==> src/hdl/array_store_with_threshold_purge_unit_macros.svh <==
// assertion macros for the array store with threshold purge
`ifndef ARRAY_STORE_WITH_THRESHOLD_PURGE_UNIT_MACROS_SVH
`define ARRAY_STORE_WITH_THRESHOLD_PURGE_UNIT_MACROS_SVH

// same-cycle implication, checked outside reset
`define ASTP_ASSERT_NOW(lbl, ante, cons, msg) \
  lbl: assert property (@(posedge clk) disable iff (rst) (ante) |-> (cons)) else $error(msg);

// next-cycle implication, checked outside reset
`define ASTP_ASSERT_NEXT(lbl, ante, cons, msg) \
  lbl: assert property (@(posedge clk) disable iff (rst) (ante) |=> (cons)) else $error(msg);

`endif

==> src/hdl/astp_pkg.sv <==
// shared types and constants of the array store with threshold purge
`default_nettype none
package astp_pkg;

  localparam int KIND_W  = 3;
  localparam int VAL_W   = 20;
  localparam int IDX_W   = 12;
  localparam int CNT_W   = 13;
  localparam int STAT_W  = 2;

  localparam int CAPACITY_DEF   = 4096;
  localparam int VALUE_BITS_DEF = 20;

  localparam logic [VAL_W-1:0] THRESH_RESET = VAL_W'(500000);

  typedef enum logic [KIND_W-1:0] {
    K_APPEND = 3'd0,
    K_INSERT = 3'd1,
    K_REMOVE = 3'd2,
    K_READ   = 3'd3,
    K_PURGE  = 3'd4
  } kind_t;

  typedef enum logic [STAT_W-1:0] {
    ST_OK     = 2'd0,
    ST_FULL   = 2'd1,
    ST_EMPTY  = 2'd2,
    ST_BADIDX = 2'd3
  } status_t;

  typedef enum logic [1:0] {
    S_IDLE,
    S_FETCH,
    S_PURGE,
    S_DONE
  } state_t;

  typedef struct packed {
    logic start;
    logic fetch_done;
    logic purge_step;
    logic purge_finish;
    logic load_out;
  } dp_cmd_t;

  typedef struct packed {
    logic start_fetch;
    logic start_purge;
    logic purge_done;
    logic out_free;
  } dp_stat_t;

endpackage
`default_nettype wire

==> src/hdl/astp_ctrl.sv <==
// controller state machine of the array store with threshold purge
`default_nettype none
module astp_ctrl
  import astp_pkg::*;
(
  input  wire logic     clk,
  input  wire logic     rst,
  input  wire logic     in_valid,
  output logic          in_stall,
  input  wire dp_stat_t stat,
  output dp_cmd_t       cmd
);

  state_t state, state_next;

  always_ff @(posedge clk) begin
    if (rst) begin
      state <= S_IDLE;
    end else begin
      state <= state_next;
    end
  end

  always_comb begin
    state_next = state;
    cmd        = '0;
    in_stall   = 1'b1;
    unique case (state)
      S_IDLE: begin
        in_stall = 1'b0;
        if (in_valid) begin
          cmd.start = 1'b1;
          if (stat.start_fetch) begin
            state_next = S_FETCH;
          end else if (stat.start_purge) begin
            state_next = S_PURGE;
          end else begin
            state_next = S_DONE;
          end
        end
      end
      S_FETCH: begin
        cmd.fetch_done = 1'b1;
        state_next     = S_DONE;
      end
      S_PURGE: begin
        if (stat.purge_done) begin
          cmd.purge_finish = 1'b1;
          state_next       = S_DONE;
        end else begin
          cmd.purge_step = 1'b1;
        end
      end
      S_DONE: begin
        if (stat.out_free) begin
          cmd.load_out = 1'b1;
          state_next   = S_IDLE;
        end
      end
      default: begin
        state_next = S_IDLE;
      end
    endcase
  end

endmodule
`default_nettype wire

==> config.mk <==
export PLATFORM = sky130hd
export DESIGN_NAME = astp_ctrl
export DESIGN_NICKNAME = d
export VERILOG_FILES = /design/src/hdl/array_store_with_threshold_purge_unit_macros.svh /design/src/hdl/astp_pkg.sv /design/src/hdl/astp_ctrl.sv
export SDC_FILE = /design/constraint.sdc
export NUM_CORES = 1
export LEC_CHECK = 0
export BUFFER_PORTS_ARGS = -buffer_cell sky130_fd_sc_hd__buf_2
export CAP_MARGIN = 20
export CORE_AREA = 4 4 41 43
export CTS_CLUSTER_SIZE = 8
export DETAILED_ROUTE_END_ITERATION = 6
export DIE_AREA = 0 0 45 47
export GPL_ROUTABILITY_DRIVEN = 0
export GPL_TIMING_DRIVEN = 0
export HOLD_SLACK_MARGIN = 0.12
export PLACE_DENSITY = 0.44
export SLEW_MARGIN = 20
export SYNTH_ARGS = -nofsm -noshare
export SYNTH_HDL_FRONTEND = slang
export SYNTH_SLANG_ARGS = --single-unit
==> constraint.sdc <==
create_clock -name clk -period 2.08 [get_ports clk]
set_input_delay 0.416 -clock clk [delete_from_list [all_inputs] [get_ports clk]]
set_output_delay 0.416 -clock clk [all_outputs]
set_load 0.05 [all_outputs]
==> summary.md <==
| Metric | Value |
|---|---|
| Yosys warns | 0 |
| Core Rows | 13 |
| Final HPWL DP | 440.4 um |
| Seq/Total Area, Yosys | 16.08% |
| Clock buffer count from CTS | 3 |
| Area Overhead vs Synth | 40.70% |
| Max stage delay on crit path | 340 ps |
| Count of cell types in the netlist | 14 |
| ANT nets after route | 0 |
| Largest net degree at the start of global routing | 5 |
| # diodes | 0 |
| Slew margin rel. | 82.20% |
| Max Slew Vio Count | 0 |
| Post-CTS sizing | 0 |
| Setup CP Type | register to output port |
| IO buf count | 12 |
| Commonest cells after routing, fill and taps aside | 12 x buf_2, 5 x inv_1, 5 x ha_1 |
| IO Count | 13 |
| First-pass GRT wire length | 765 um |
| Worst Max-Slew Pin Slew | between 200 and 300 ps |
| GRT Util Overall | around 5.4% |
| Fin crit period | 1759 ps |
| Die W | around 45 um |
| Final-stage net count | 56 |
| Final setup TNS | 0 ps |
| Largest regs | state: 2 flops |
| Crit. Startpoint | state[0] |
| Fin util | 26.92% |
| Pre-antenna DRT Iters | 2 |
| Max-Cap Viols | 0 |
| DR vias | around 220 |
| Initial antenna violation count | 0 |
| RR Endpoint | state[1] |
| Max Freq | 0.5686 GHz |
| Status | finished clean |
| Overall die height | 47 um |
| Worst-Skew Late Latency | 220 ps |
| Yosys reg bits | 2 |
| VDD IR-drop max | between 0.3 and 0.4 mV |
| Overall Power | ~540 uW |
| Critical Path Start Type | register |
| Syn_area_per_cell | 9.222 sq um |
| # hold bufs at CTS | 0 |
| DRC errors left | 0 |
| Vias in the first global route | about 190 |
| CTS clk-pin slew, worst paths | around 30 ps |
| Postcts setup bufs | 0 |
| WL final | between 500 and 600 um |
| TritonCTS clock tree | yes |
| CTS root buf | clkbuf_4 |
| Total congestion overflow | 0 |
| DR iter-0 viols | 8 |
| Reg2Reg Depth | 5 |
| Critical path required time | 1660 ps |
| CP endpoint | cmd[4] |
| CTS sink count | 2 |
| PwrDens | ~1500 nW/um^2 |
| Max FFs per register | 2 |
| Initial Utilization | a little under a fifth |
| Syn Inst Count | 27 |
| Final Hold Vio Count | 0 |
| Worst path cell trace | inv_1 -> ha_1 -> inv_1 -> nor2_1 -> buf_2 |
| Top reg by flops | state |
| Crit path buffers/inverters | 3 |
| Crit-path slowest cell | dfxtp_1 |
| Mapped Area | 249.0 sq um |
| Setup violations, final | 0 |
| DIE AREA | between 2000 and 2500 sq um |
| Commonest non-fill, non-tap cell in the layout | buf_2 |
| Worst path most repeated cell | inv_1 |
| RR Startpoint | state[0] |
| Wire per inst | between 9 and 10 um |
| CP max FO | 4 |
| Crit-path leading delay family | buffers and inverters |
| H-tree lvl count | 1 |
| Synth Net Count | 39 |
| Clock skew | about 5.5 ps |
| Levels on crit path | 5 |
| Reg2reg setup slack | between 500 and 600 ps |
| RSZ-0062 raised after global routing | false |
| Vias/cell | about 3.8 |
| Hold Crit Class | input port to register |
| CP Capture Type | output port |
| Core area | 1301 sq um |
| Max clock buf depth | 2 |
| WP data arrival | 1340 ps |
| Share of cells above drive strength 1 | 47.62% |
| Fin crit share | 84.55% |
| Static leakage | slightly below 0.0002 uW |
[through the flow]
step	hold WS, ps	std cells	setup WS [ps]	cell area (sq um)
4_1_cts	513.4	57	286.6	350.3
3_3_place_gp	522.8	54	570.6	327.8
6_report	514.1	57	321.4	350.3
3_5_place_dp	529.3	54	523.4	327.8
2_1_floorplan	481.8	27	81.52	249.0
5_1_grt	528.3	57	171.2	350.3
[cell type report]
cell class / instances / area [sq um]
Timing Repair Buffer: 12 / 60.06
Sequential cell: 2 / 40.04
Fill cell: 156 / 950.9
Tap cell: 15 / 18.77
Multi-Input combinational cell: 19 / 186.4
Clock buffer: 3 / 22.52
Inverter: 6 / 22.52
[worst min path at each step]
stage	start	to	slack (ps)	depth (start not counted)
global placement	state[0]	state[0]	520	2
detailed placement	state[0]	state[0]	530	2
CTS	rst	state[0]	510	3
global route	rst	state[0]	530	3
finish	rst	state[0]	510	3
floorplan	state[0]	state[0]	480	2
[cells in the mapped netlist]
| master | number | share of area, % |
|---|---|---|
| a311o_1 | 1 | 4.0 |
| nand2b_1 | 3 | 7.5 |
| a21oi_1 | 1 | 2.0 |
| inv_1 | 5 | 7.5 |
| dfxtp_1 | 2 | 16 |
| nor2_1 | 3 | 4.5 |
| and2_1 | 1 | 2.5 |
| mux2i_1 | 1 | 4.0 |
| inv_2 | 1 | 1.5 |
| nor2b_4 | 1 | 5.5 |
| ha_1 | 5 | 25 |
| and2_2 | 1 | 3.0 |
| mux2_4 | 1 | 6.0 |
| a221oi_4 | 1 | 11 |
[tightest hold or removal path: cells and delay by family]
family / cells / cell delay [ps]
buf+inv: 1 / 110
mux: 1 / 50
simple gates: 1 / 100
[cells by family (layout without fill, tap and decap cells)]
group	count (synthesis)	in the layout	share of synthesized area [%]
fa+ha+maj	5	5	25.13
buf+inv	6	21	9.045
flops	2	2	16.08
simple gates	9	9	23.12
mux	2	2	10.05
compound gates	3	3	16.58
[per-layer routing]
layer  share of wire [%]  track usage (%)  vias up
li1                    -                -      118
met1                  48            6.349       86
met2                  35            6.780       15
met3                  16            4.981        0
met4                   0            1.754        0
met5                   0                0        -
[where the power goes]
group	leakage (uW)	switching [uW]	total, uW	internal (uW)
registers	0.0000166	16.7	72.6	55.9
logic	0.000164	251	385	134
clock network	0.0000138	21.9	85.5	63.7
Power figures use the tool's default switching activity.
